**src/hw/rtl/assert_macros.svh**
```systemverilog
// Assertion helpers shared by the RTL.
`ifndef ASSERT_MACROS_SVH
`define ASSERT_MACROS_SVH
`ifndef NO_ASSERTIONS
// Property must hold at every clock edge outside reset.
`define ASSERT_PROP(lbl, clk, rst, prop) \
  lbl: assert property (@(posedge clk) disable iff (rst) (prop)) \
    else $error("assertion failed");
// Condition must never be seen outside reset.
`define ASSERT_NEVER(lbl, clk, rst, cond) \
  lbl: assert property (@(posedge clk) disable iff (rst) !(cond)) \
    else $error("forbidden condition seen");
`else
`define ASSERT_PROP(lbl, clk, rst, prop)
`define ASSERT_NEVER(lbl, clk, rst, cond)
`endif
`endif

```
**src/hw/rtl/admm_pkg.sv**
```systemverilog
`timescale 1ns / 1ps
package admm_pkg;

  // IEEE single constants
  localparam logic [31:0] FP_ONE         = 32'h3F80_0000;
  localparam logic [31:0] FP_ZERO        = 32'h0000_0000;
  localparam logic [31:0] FP_DEFAULT_NAN = 32'hFFC0_0000;
  localparam logic [31:0] FP_QUIET_BIT   = 32'h0040_0000;

  // register reset values
  localparam logic [31:0] RHO_RESET   = 32'h0000_0000;
  localparam logic [31:0] ALPHA_RESET = 32'h3F80_0000;
  localparam logic [6:0]  DIMENSION_RESET = 7'd64;

  // configuration register indexes
  typedef enum logic [1:0] {
    CFG_RHO       = 2'd0,
    CFG_ALPHA     = 2'd1,
    CFG_DIMENSION = 2'd2
  } cfg_reg_t;

  // arithmetic unit operations
  typedef enum logic [1:0] {
    FOP_ADD = 2'd0,
    FOP_SUB = 2'd1,
    FOP_MUL = 2'd2
  } fop_t;

  // operand sources
  typedef enum logic [3:0] {
    SRC_MAT   = 4'd0,
    SRC_W     = 4'd1,
    SRC_X     = 4'd2,
    SRC_Z     = 4'd3,
    SRC_ZOLD  = 4'd4,
    SRC_U     = 4'd5,
    SRC_Q     = 4'd6,
    SRC_ALPHA = 4'd7,
    SRC_BETA  = 4'd8,
    SRC_RHO   = 4'd9,
    SRC_ONE   = 4'd10,
    SRC_ACC   = 4'd11,
    SRC_TMP   = 4'd12,
    SRC_XH    = 4'd13,
    SRC_V     = 4'd14,
    SRC_ZR    = 4'd15
  } src_t;

  // scalar destinations
  typedef enum logic [2:0] {
    DST_NONE = 3'd0,
    DST_ACC  = 3'd1,
    DST_TMP  = 3'd2,
    DST_XH   = 3'd3,
    DST_V    = 3'd4,
    DST_ZR   = 3'd5,
    DST_BETA = 3'd6
  } dst_t;

  // controller to datapath
  typedef struct packed {
    fop_t op;
    src_t src_a;
    src_t src_b;
    logic neg_a;
    dst_t dst;
    logic clamp;
    logic start;
    logic clr_acc;
    logic first;
    logic we_w;
    logic we_x;
    logic we_z;
    logic we_zold;
    logic we_u;
    logic load;
    logic out_load;
    logic out_last;
  } cmd_t;

  // datapath to controller
  typedef struct packed {
    logic fpu_done;
    logic out_free;
  } stat_t;

endpackage

```
**src/hw/rtl/admm_ctrl.sv**
```systemverilog
`timescale 1ns / 1ps
`include "assert_macros.svh"
// Sequencer: load, solve rounds, emit.
module admm_ctrl #(
  parameter int DIM        = 64,
  parameter int ITERATIONS = 32,
  parameter int AW         = 6
) (
  input  logic              clk,
  input  logic              rst,
  input  logic              in_valid,
  input  logic              in_last,
  output logic              in_ready,
  input  logic [AW:0]       n,
  input  admm_pkg::stat_t   stat,
  output admm_pkg::cmd_t    cmd,
  output logic [AW-1:0]     i,
  output logic [AW-1:0]     j,
  output logic [AW-1:0]     vaddr
);
  import admm_pkg::*;

  localparam int ITW = (ITERATIONS > 1) ? $clog2(ITERATIONS) : 1;

  typedef enum logic [16:0] {
    ST_IDLE = 17'h00001,
    ST_BETA = 17'h00002,
    ST_W    = 17'h00004,
    ST_XCLR = 17'h00008,
    ST_XMUL = 17'h00010,
    ST_XACC = 17'h00020,
    ST_XQ   = 17'h00040,
    ST_Z1   = 17'h00080,
    ST_Z2   = 17'h00100,
    ST_Z3   = 17'h00200,
    ST_Z4   = 17'h00400,
    ST_Z5   = 17'h00800,
    ST_Z6   = 17'h01000,
    ST_Z7   = 17'h02000,
    ST_Z8   = 17'h04000,
    ST_Z9   = 17'h08000,
    ST_OUT  = 17'h10000
  } state_t;

  // step phases: address settle, issue, wait for result
  typedef enum logic [2:0] {
    PH_SETTLE = 3'b001,
    PH_ISSUE  = 3'b010,
    PH_WAIT   = 3'b100
  } phase_t;

  state_t         state, state_next;
  phase_t         phase, phase_next;
  logic [AW-1:0]  i_next, j_next;
  logic [ITW-1:0] it, it_next;
  logic           first, first_next;
  logic           i_last, j_last, it_last, compute, step_done;

  assign i_last  = ({1'b0, i} == (n - (AW + 1)'(1)));
  assign j_last  = ({1'b0, j} == (n - (AW + 1)'(1)));
  assign it_last = (it == ITW'(ITERATIONS - 1));
  assign compute = !((state == ST_IDLE) || (state == ST_XCLR) || (state == ST_OUT));
  assign step_done = compute && (phase == PH_WAIT) && stat.fpu_done;
  assign in_ready = (state == ST_IDLE);
  assign vaddr = ((state == ST_XMUL) || (state == ST_XACC)) ? j : i;

  // command decode
  always_comb begin
    cmd = cmd_t'('0);
    cmd.op = FOP_ADD;
    cmd.src_a = SRC_ACC;
    cmd.src_b = SRC_TMP;
    cmd.dst = DST_NONE;
    cmd.first = first;
    cmd.start = compute && (phase == PH_ISSUE);
    cmd.load = (state == ST_IDLE) && in_valid;
    cmd.out_load = (state == ST_OUT) && (phase == PH_ISSUE) && stat.out_free;
    cmd.out_last = i_last;
    unique case (state)
      ST_BETA: begin
        cmd.op = FOP_SUB; cmd.src_a = SRC_ONE; cmd.src_b = SRC_ALPHA; cmd.dst = DST_BETA;
      end
      ST_W: begin
        cmd.op = FOP_SUB; cmd.src_a = SRC_ZOLD; cmd.src_b = SRC_U; cmd.we_w = 1'b1;
      end
      ST_XCLR: cmd.clr_acc = 1'b1;
      ST_XMUL: begin
        cmd.op = FOP_MUL; cmd.src_a = SRC_MAT; cmd.src_b = SRC_W; cmd.dst = DST_TMP;
      end
      ST_XACC: begin
        cmd.src_a = SRC_ACC; cmd.src_b = SRC_TMP; cmd.dst = DST_ACC;
      end
      ST_XQ: begin
        cmd.src_a = SRC_ACC; cmd.src_b = SRC_Q; cmd.we_x = 1'b1;
      end
      ST_Z1: begin
        cmd.op = FOP_MUL; cmd.src_a = SRC_ALPHA; cmd.src_b = SRC_X; cmd.dst = DST_TMP;
        cmd.we_zold = 1'b1;
      end
      ST_Z2: begin
        cmd.op = FOP_MUL; cmd.src_a = SRC_BETA; cmd.src_b = SRC_Z; cmd.dst = DST_ACC;
      end
      ST_Z3: begin
        cmd.src_a = SRC_TMP; cmd.src_b = SRC_ACC; cmd.dst = DST_XH;
      end
      ST_Z4: begin
        cmd.src_a = SRC_XH; cmd.src_b = SRC_U; cmd.dst = DST_V;
      end
      ST_Z5: begin
        cmd.op = FOP_SUB; cmd.src_a = SRC_V; cmd.src_b = SRC_RHO; cmd.dst = DST_TMP;
        cmd.clamp = 1'b1;
      end
      ST_Z6: begin
        cmd.op = FOP_SUB; cmd.src_a = SRC_V; cmd.neg_a = 1'b1; cmd.src_b = SRC_RHO;
        cmd.dst = DST_ACC; cmd.clamp = 1'b1;
      end
      ST_Z7: begin
        cmd.op = FOP_SUB; cmd.src_a = SRC_TMP; cmd.src_b = SRC_ACC; cmd.dst = DST_ZR;
        cmd.we_z = 1'b1;
      end
      ST_Z8: begin
        cmd.op = FOP_SUB; cmd.src_a = SRC_XH; cmd.src_b = SRC_ZR; cmd.dst = DST_TMP;
      end
      ST_Z9: begin
        cmd.src_a = SRC_U; cmd.src_b = SRC_TMP; cmd.we_u = 1'b1;
      end
      default: ;
    endcase
  end

  // sequencing
  always_comb begin
    state_next = state;
    phase_next = phase;
    i_next     = i;
    j_next     = j;
    it_next    = it;
    first_next = first;
    if (compute) begin
      unique case (phase)
        PH_SETTLE: phase_next = PH_ISSUE;
        PH_ISSUE:  phase_next = PH_WAIT;
        PH_WAIT:   if (stat.fpu_done) phase_next = PH_SETTLE;
        default:   phase_next = PH_SETTLE;
      endcase
    end
    unique case (state)
      ST_IDLE: begin
        if (in_valid && in_last) begin
          state_next = ST_BETA;
          phase_next = PH_SETTLE;
          i_next = '0;
          it_next = '0;
          first_next = 1'b1;
        end
      end
      ST_BETA: if (step_done) state_next = ST_W;
      ST_W: begin
        if (step_done) begin
          if (i_last) begin
            i_next = '0;
            state_next = ST_XCLR;
          end else begin
            i_next = i + AW'(1);
          end
        end
      end
      ST_XCLR: begin
        j_next = '0;
        state_next = ST_XMUL;
      end
      ST_XMUL: if (step_done) state_next = ST_XACC;
      ST_XACC: begin
        if (step_done) begin
          if (j_last) begin
            state_next = ST_XQ;
          end else begin
            j_next = j + AW'(1);
            state_next = ST_XMUL;
          end
        end
      end
      ST_XQ: begin
        if (step_done) begin
          if (i_last) begin
            i_next = '0;
            state_next = ST_Z1;
          end else begin
            i_next = i + AW'(1);
            state_next = ST_XCLR;
          end
        end
      end
      ST_Z1: if (step_done) state_next = ST_Z2;
      ST_Z2: if (step_done) state_next = ST_Z3;
      ST_Z3: if (step_done) state_next = ST_Z4;
      ST_Z4: if (step_done) state_next = ST_Z5;
      ST_Z5: if (step_done) state_next = ST_Z6;
      ST_Z6: if (step_done) state_next = ST_Z7;
      ST_Z7: if (step_done) state_next = ST_Z8;
      ST_Z8: if (step_done) state_next = ST_Z9;
      ST_Z9: begin
        if (step_done) begin
          if (i_last) begin
            i_next = '0;
            if (it_last) begin
              state_next = ST_OUT;
            end else begin
              it_next = it + ITW'(1);
              first_next = 1'b0;
              state_next = ST_W;
            end
          end else begin
            i_next = i + AW'(1);
            state_next = ST_Z1;
          end
        end
      end
      ST_OUT: begin
        if (phase == PH_SETTLE) begin
          phase_next = PH_ISSUE;
        end else if (stat.out_free) begin
          phase_next = PH_SETTLE;
          if (i_last) begin
            state_next = ST_IDLE;
          end else begin
            i_next = i + AW'(1);
          end
        end
      end
      default: state_next = ST_IDLE;
    endcase
  end

  always_ff @(posedge clk) begin
    if (rst) begin
      state <= ST_IDLE;
      phase <= PH_SETTLE;
      i     <= '0;
      j     <= '0;
      it    <= '0;
      first <= 1'b0;
    end else begin
      state <= state_next;
      phase <= phase_next;
      i     <= i_next;
      j     <= j_next;
      it    <= it_next;
      first <= first_next;
    end
  end

  `ASSERT_PROP(a_start_single, clk, rst, cmd.start |=> !cmd.start)
  `ASSERT_PROP(a_done_in_wait, clk, rst, stat.fpu_done |-> (phase == PH_WAIT))

endmodule

```
**config.mk**
```make
export PLATFORM = sky130hd
export DESIGN_NAME = admm_ctrl
export DESIGN_NICKNAME = d
export VERILOG_FILES = /design/src/hw/rtl/admm_pkg.sv /design/src/hw/rtl/admm_ctrl.sv
export VERILOG_INCLUDE_DIRS = /design/src /design/src/hw/rtl
export SDC_FILE = /design/constraint.sdc
export NUM_CORES = 1
export LEC_CHECK = 0
export ABC_AREA = 1
export BUFFER_PORTS_ARGS = -buffer_cell sky130_fd_sc_hd__buf_2
export CAP_MARGIN = 20
export CORE_MARGIN = 5
export CORE_UTILIZATION = 35
export DETAILED_ROUTE_END_ITERATION = 7
export GPL_TIMING_DRIVEN = 1
export PLACE_DENSITY = 0.55
export SYNTH_ARGS = -nofsm -noshare
export SYNTH_HDL_FRONTEND = slang
export SYNTH_SLANG_ARGS = --single-unit
export TNS_END_PERCENT = 50
```
**constraint.sdc**
```tcl
create_clock -name clk -period 1.9 [get_ports clk]
set_input_delay 0.285 -clock clk [delete_from_list [all_inputs] [get_ports clk]]
set_output_delay 0.285 -clock clk [all_outputs]
set_load 0.1 [all_outputs]
```
==> results of run 1 <==
metrics by stage:
step | setup WS (ns) | utilization | total power, mW | cell area, sq um
2_1_floorplan | -1.21 | - | 3.60 | 3680
3_3_place_gp | -0.349 | 0.566 | 5.02 | 5490
3_5_place_dp | -0.427 | 0.566 | 5.07 | 5490
4_1_cts | -0.512 | 0.647 | 6.30 | 6270
5_1_grt | -0.669 | 0.710 | 7.62 | 6880
6_report | -0.555 | 0.710 | 7.25 | 6880
critical path, delay by kind of cell (launching register included):
family / cells / cell delay (ns)
buf+inv: 2 / 0.25
simple gates: 10 / 1.11
flops: 1 / 0.35
compound gates: 1 / 0.16
flip-flops by register name, summed over array words and instances, names as in the netlist:
signal	flops
first	1
i	6
it	5
j	6
phase	3
state	17
cell families (layout without fill, tap and decap cells):
family                   Yosys count  in the layout
buffers and inverters             99            330
XOR/XNOR                          11             11
AO/OA/AOI/OAI                     60             60
AND/OR/NAND/NOR                  356            358
adder cells (fa/ha/maj)            5              5
flip-flops                        38             38
what timing repair did:
action	4_1_cts	5_1_grt
endpoints found under the hold margin	0	0
pin swaps	40	56
resized for setup	120	102
cloned	1	3
endpoints found under the setup margin	70	70
hold buffers	0	0
buffers inserted	29	25
per-layer routing:
metal	part of all wire	GRT usage	vias to the layer above
met3	0.047	0.0282	36
met5	0	0	-
met1	0.41	0.277	2251
met2	0.51	0.403	147
met4	0.033	0.0686	0
li1	-	-	2339
synth_stat cells, drive strengths merged:
| library cell | number | share of area |
|---|---|---|
| a21oi | 26 | 0.041 |
| and2 | 2 | 0.0036 |
| nor2 | 94 | 0.13 |
| xnor2 | 2 | 0.0051 |
| o22ai | 1 | 0.0018 |
| a211oi | 1 | 0.0022 |
| dfxtp | 38 | 0.22 |
| o211ai | 2 | 0.0058 |
| xor2 | 9 | 0.023 |
| nor4 | 4 | 0.0072 |
| a311oi | 1 | 0.0025 |
| nor3 | 15 | 0.023 |
| o21ai | 24 | 0.039 |
| clkinv | 1 | 0.0011 |
| inv | 87 | 0.095 |
| a31oi | 4 | 0.0072 |
| ha | 5 | 0.018 |
| nand3b | 8 | 0.021 |
| o21a | 1 | 0.0022 |
| nand2 | 128 | 0.16 |
| nand3 | 75 | 0.12 |
| nand4 | 28 | 0.057 |
| clkbuf | 3 | 0.0033 |
| buf | 8 | 0.016 |
| nor3b | 1 | 0.0022 |
| and3 | 1 | 0.0018 |
report_power, final:
group          leakage [nW]  switching, mW  total (mW)  internal, mW
clock network        0.0514          0.338       0.731         0.393
registers             0.322         0.0984        1.01         0.911
logic                  2.86           3.23        5.51          2.28
total                  3.23           3.67        7.25          3.58
final cells by class:
class	instances	area share
Sequential cell	38	0.118
Clock inverter	2	0.00546
Timing Repair Buffer	234	0.341
Clock buffer	6	0.0105
Inverter	88	0.0513
Multi-Input combinational cell	434	0.449
Tap cell	133	0.0242
how the worst min path moves through the flow:
stage	from	endpoint	slack, ns	cells past startpoint
floorplan	rst	phase[0]	0.39	2
finish	stat[0]	phase[0]	0.35	3
detailed placement	first	first	0.48	2
global placement	first	first	0.47	2
CTS	stat[0]	phase[0]	0.32	3
global route	stat[0]	phase[0]	0.36	3
==> out/results.ini, run 1 <==
[cells_and_area]
fin_cells = 935
syn_to_final_growth_pct = 99.1
layout_commonest_cell = buf_4
nFillCells = 705
layout_common_cells = buf_4 (129), nand2_1 (88), inv_1 (62)
antennaDiodeCount = 0
nets = 819
register_area_sq_um = 813
multi_input_area_sq_um = 3090
drive_gt1_frac = 0.554

[run]
maxCapViolations = 0

[drt]
wl_um = 14500
antenna_left = 0
drtPass1Iterations = 4
vias_per_cell = 5.10
vias = 4773
wl_per_cell_um = 15.5
drt_iter0_drc = 352
drc = 0

[status]
violations = setup timing
status = finished with violations

[worst_setup_path]
cp_max_fo = 3
cpPeakStageDelay_ns = 0.35
crit_arrival_ns = 2.17
crit_start = state[1]
endpoint = cmd[18]
r2r_cells = 16
critPathSlowestCell = dfxtp_2
worstReg2RegEnd = state[11]
cpMostUsedCell = nor2_4
worstPathCellList = nor2_4 > nand2_4 > nor2_4 > nand2_4 > nor2_4 > nand2_2 > nand2_4 > nor2_4 > nand2_2 > inv_2 > a21oi_2 > nand4_1 > buf_12
rrSetupSlack_ns = -0.39
r2r_start = state[9]
crit_path_start_kind = register
end_kind = output port
worst_ep_required_time_ns = 1.62
critical_path_class = register to output port

[sta]
postLayoutSetupSlackWorst_ns = -0.555
hold-worst-slack_ns = 0.350
tns_ns = -21.23
rsz0062_at_grt = true
drv_slew = 0
layout_min_cycle_time_ns = 2.46
setup_viol = 70
fmax_mhz = 407
hold_viol = 0
slew_headroom = 0.640
finClkSkew_ns = 0.0120
worstMarginPinSlew_ns = 0.539
post-route-period-util = 1.29

[synthesis]
avgSynthCellArea_sq_um = 6.07
synth_nets = 587
synthMuxAreaShare = 0
yosysSeqAreaShare = 0.220
netlist_area_sq_um = 3460
synth-compound-area-share = 0.102
synth_seq_cells = 38
synth_top_family_by_area = simple AND/OR/NAND/NOR gates
synth-simple-area-share = 0.516
yosysUniqueCellTypes = 46
synth_xor_area_frac = 0.0279
yosysWarnings = 0
synthAdderAreaFrac = 0.0181
synthCells = 569

[die]
dieWidth_um = 109
start_util = 0.357
die_h_um = 109
fp.dieArea_sq_um = 12000
coreArea_sq_um = 9680
ios = 58
rows = 36

[clocking]
cts.clk_slew.worst_paths_ns = 0.08
cts-root-buf = clkbuf_8
clock_sinks = 38
cts_tree = done
htreeDepth = 2
cts_buffers = 5
insertion_delay_ns = 0.31
clk_path_buf_depth = 2

[power]
vdd_drop_max_v = 0.00109
leakagePower_nw = 3.23
p_per_area_nw_per_um2 = 1050

[placement]
dp_hpwl_um = 9630
place.gp.congestion = 0.922
io_buffers = 57
placed_cells = 877

[global_routing]
grt_max_degree = 20
overflow = 0
grt_pass1_wl_um = 21500
grt_usage = 0.224
grt_pass1_vias = 4572
grt_antenna_before_repair = 0

[worst_hold_path]
worstHoldPathType = primary input to register

(Power assumes the default switching activity.)
==> inputs of run 2 (changes only) <==
--- a/config.mk
+++ b/config.mk
@@ -13,7 +13,7 @@
 export CORE_UTILIZATION = 35
 export DETAILED_ROUTE_END_ITERATION = 7
 export GPL_TIMING_DRIVEN = 1
-export PLACE_DENSITY = 0.55
+export HOLD_SLACK_MARGIN = 0.08
 export SYNTH_ARGS = -nofsm -noshare
 export SYNTH_HDL_FRONTEND = slang
 export SYNTH_SLANG_ARGS = --single-unit
==> constraint.sdc (replaced) <==
create_clock -name clk -period 2.95 [get_ports clk]
set_input_delay 0.4425 -clock clk [delete_from_list [all_inputs] [get_ports clk]]
set_output_delay 0.4425 -clock clk [all_outputs]
set_load 0.1 [all_outputs]
==> run 2 against run 1 <==
  * The run now ends clean
  * Clock power down 24%
  * Register-to-register slack better by 0.98 ns
  * Routed wire length shrank 28%
  * Sequential power decreased by 35%
  * Critical path type unchanged
  * Critical endpoint is now vaddr[0]
  * Highest routed layer unchanged
  * Hold slack gained 0.12 ns
  * Sequential share of layout area up 6.6 points
==> out/results.ini, run 2 (synthesis gave the netlist of run 1 again) <==
[power]
p_per_area_nw_per_um2 = 757  ; -28%
leakagePower_nw = 2.07  ; -36%
intPower_mw = 1.39  ; -61%
switching_share = 0.560  ; +0.0542
seq_power_share = 0.207  ; +0.068
vdd_drop_max_v = 0.000407  ; -63%
power_frac_comb = 0.616  ; -0.144
p_total_mw = 3.15  ; -57%
pwr-share-clk = 0.177  ; +0.076
switchingPower_mw = 1.76  ; -52%

[drt]
highest_layer = met4
drt_iter0_drc = 236  ; -33%
route.met3.wl_um = 437  ; -35%
drtPass1Iterations = 8  ; +4
drc = 0  ; unchanged
antenna_left = 0  ; unchanged
wl_met1_um = 5010  ; -16%
vias_per_cell = 5.14  ; +0.65%
wl_per_cell_um = 13.6  ; -12%
wl_um = 10300  ; -28%
wl_met2_um = 4780  ; -35%
vias = 3905  ; -18%

[placement]
placed_cell_area_sq_um = 4000  ; -27%
dp_hpwl_um = 8270  ; -14%
io_buffers = 57  ; unchanged
place_ws_ns = 0.194  ; +0.620 ns
placed_cells = 752  ; -14%
place.gp.congestion = 0.925  ; +0.41%

[cells_and_area]
layout_common_cells = nand2_1 (116), inv_1 (78), nor2_1 (72)
layout_commonest_cell = nand2_1
multi_input_area_sq_um = 2340  ; -24%
fin_area_sq_um = 4160  ; -40%
post-route-util = 0.430  ; -0.281
register_area_sq_um = 766  ; -5.8%
nFillCells = 1006  ; +43%
nets = 644  ; -21%
fin_cells = 760  ; -19%
reg.largest.list = state: 17 flops, i: 6 flops, j: 6 flops
syn_to_final_growth_pct = 20.4
antennaDiodeCount = 0  ; unchanged
largest-register = state
drive_gt1_frac = 0.215  ; -0.338
largest_register_ffs = 17  ; unchanged

[global_routing]
grt_antenna_before_repair = 0  ; unchanged
grt_pass1_vias = 3561  ; -22%
overflow = 0  ; unchanged
grt_max_degree = 20  ; unchanged
grt_usage = 0.178  ; -0.0455
grt_pass1_wl_um = 17300  ; -20%

[worst_setup_path]
crit_arrival_ns = 2.34  ; +0.17 ns
cp_max_fo = 18  ; +15
end_kind = output port
crit_path_start_kind = register
worst_ep_required_time_ns = 2.51  ; +0.89 ns
r2r_cells = 10  ; -6
critical_path_class = register to output port

[clocking]
htreeDepth = 2  ; unchanged
clock_sinks = 38  ; unchanged
cts_tree = done
cts-root-buf = clkbuf_8
clk_path_buf_depth = 2  ; unchanged
cts.clk_slew.worst_paths_ns = 0.09  ; about the same
hold_buffers = 0  ; unchanged
insertion_delay_ns = 0.31  ; about the same
cts_buffers = 5  ; unchanged

[die]
dieWidth_um = 109  ; unchanged
start_util = 0.357  ; unchanged
ios = 58  ; unchanged
rows = 36  ; unchanged
fp.dieArea_sq_um = 12000  ; unchanged
die_h_um = 109  ; unchanged
coreArea_sq_um = 9680  ; unchanged

[sta]
slew_headroom = 0.667  ; +0.0275
worstMarginPinSlew_ns = 0.499  ; -0.0394 ns
post-route-period-util = 0.944
drv_slew = 0  ; unchanged
hold_viol = 0  ; unchanged
layout_min_cycle_time_ns = 2.78
hold-worst-slack_ns = 0.469  ; +0.119 ns
finClkSkew_ns = 0.0110  ; -0.000929 ns
tns_ns = 0  ; +21.23 ns
fmax_mhz = 359
postLayoutSetupSlackWorst_ns = 0.165  ; +0.720 ns
setup_viol = 0  ; -100%
rsz0062_at_grt = true

[run]
maxCapViolations = 0  ; unchanged

[worst_hold_path]
hold_depth = 3  ; unchanged
worstHoldPathType = primary input to register

[status]
status = completed

==> run 2: cell count changes in the layout (fill, tap and decap cells not counted), moves of 16 or more <==
cell	change
buf_2	+24
inv_1	+16
nor2_4	-17
nand3_1	+25
nand2_1	+28
dfxtp_1	+20
buf_4	-124
buf_12	-29
buf_6	-41
==> run 2: final timing paths <==
| check | slack [ns] | from | to |
|---|---|---|---|
| worst min register to register | 0.49 | state[13] | state[13] |
| worst max register to register | 0.59 | state[16] | state[6] |
| worst max-delay path | 0.17 | state[10] | vaddr[0] |
| worst min-delay path | 0.47 | stat[0] | phase[0] |
==> run 2: critical path, stage by stage, from the launching register on <==
cell,delay [ns]
dfxtp_1,0.45
nor2_4,0.06
nand2_4,0.15
nor2_8,0.11
nand2_4,0.12
inv_2,0.04
nand2_1,0.14
inv_1,0.12
nor2_2,0.36
nand2_1,0.11
o21ai_1,0.16
buf_12,0.21
==> run 2: final cells by class <==
| cell class | instances | area share |
|---|---|---|
| multi-input cells | 432 | 0.563 |
| clock inverters | 3 | 0.0165 |
| flip-flops and latches | 38 | 0.184 |
| clock buffers | 5 | 0.0165 |
| repair buffers | 61 | 0.0986 |
| well taps | 133 | 0.0400 |
| inverters | 88 | 0.0809 |
==> run 2: power by group through the flow <==
stage,registers (mW),clock network [mW],logic (mW)
global placement,0.662,0,1.88
floorplan,0.685,0,1.57
finish,0.652,0.559,1.94
CTS,0.652,0.565,1.92
global route,0.662,0.587,2.12
detailed placement,0.664,0,1.91
==> run 2: repair_timing <==
item / CTS / global route
hold endpoints to repair: 0 / 0
pin swaps: 0 / 0
setup endpoints to repair: 5 / 7
setup buffers: 0 / 0
gates resized for setup: 5 / 5
==> run 2: per-layer routing <==
layer | vias to the layer above | GRT usage
met3 | 14 | 0.0270
met4 | 0 | 0.0419
met1 | 1807 | 0.251
li1 | 1981 | -
met2 | 103 | 0.287
met5 | - | 0
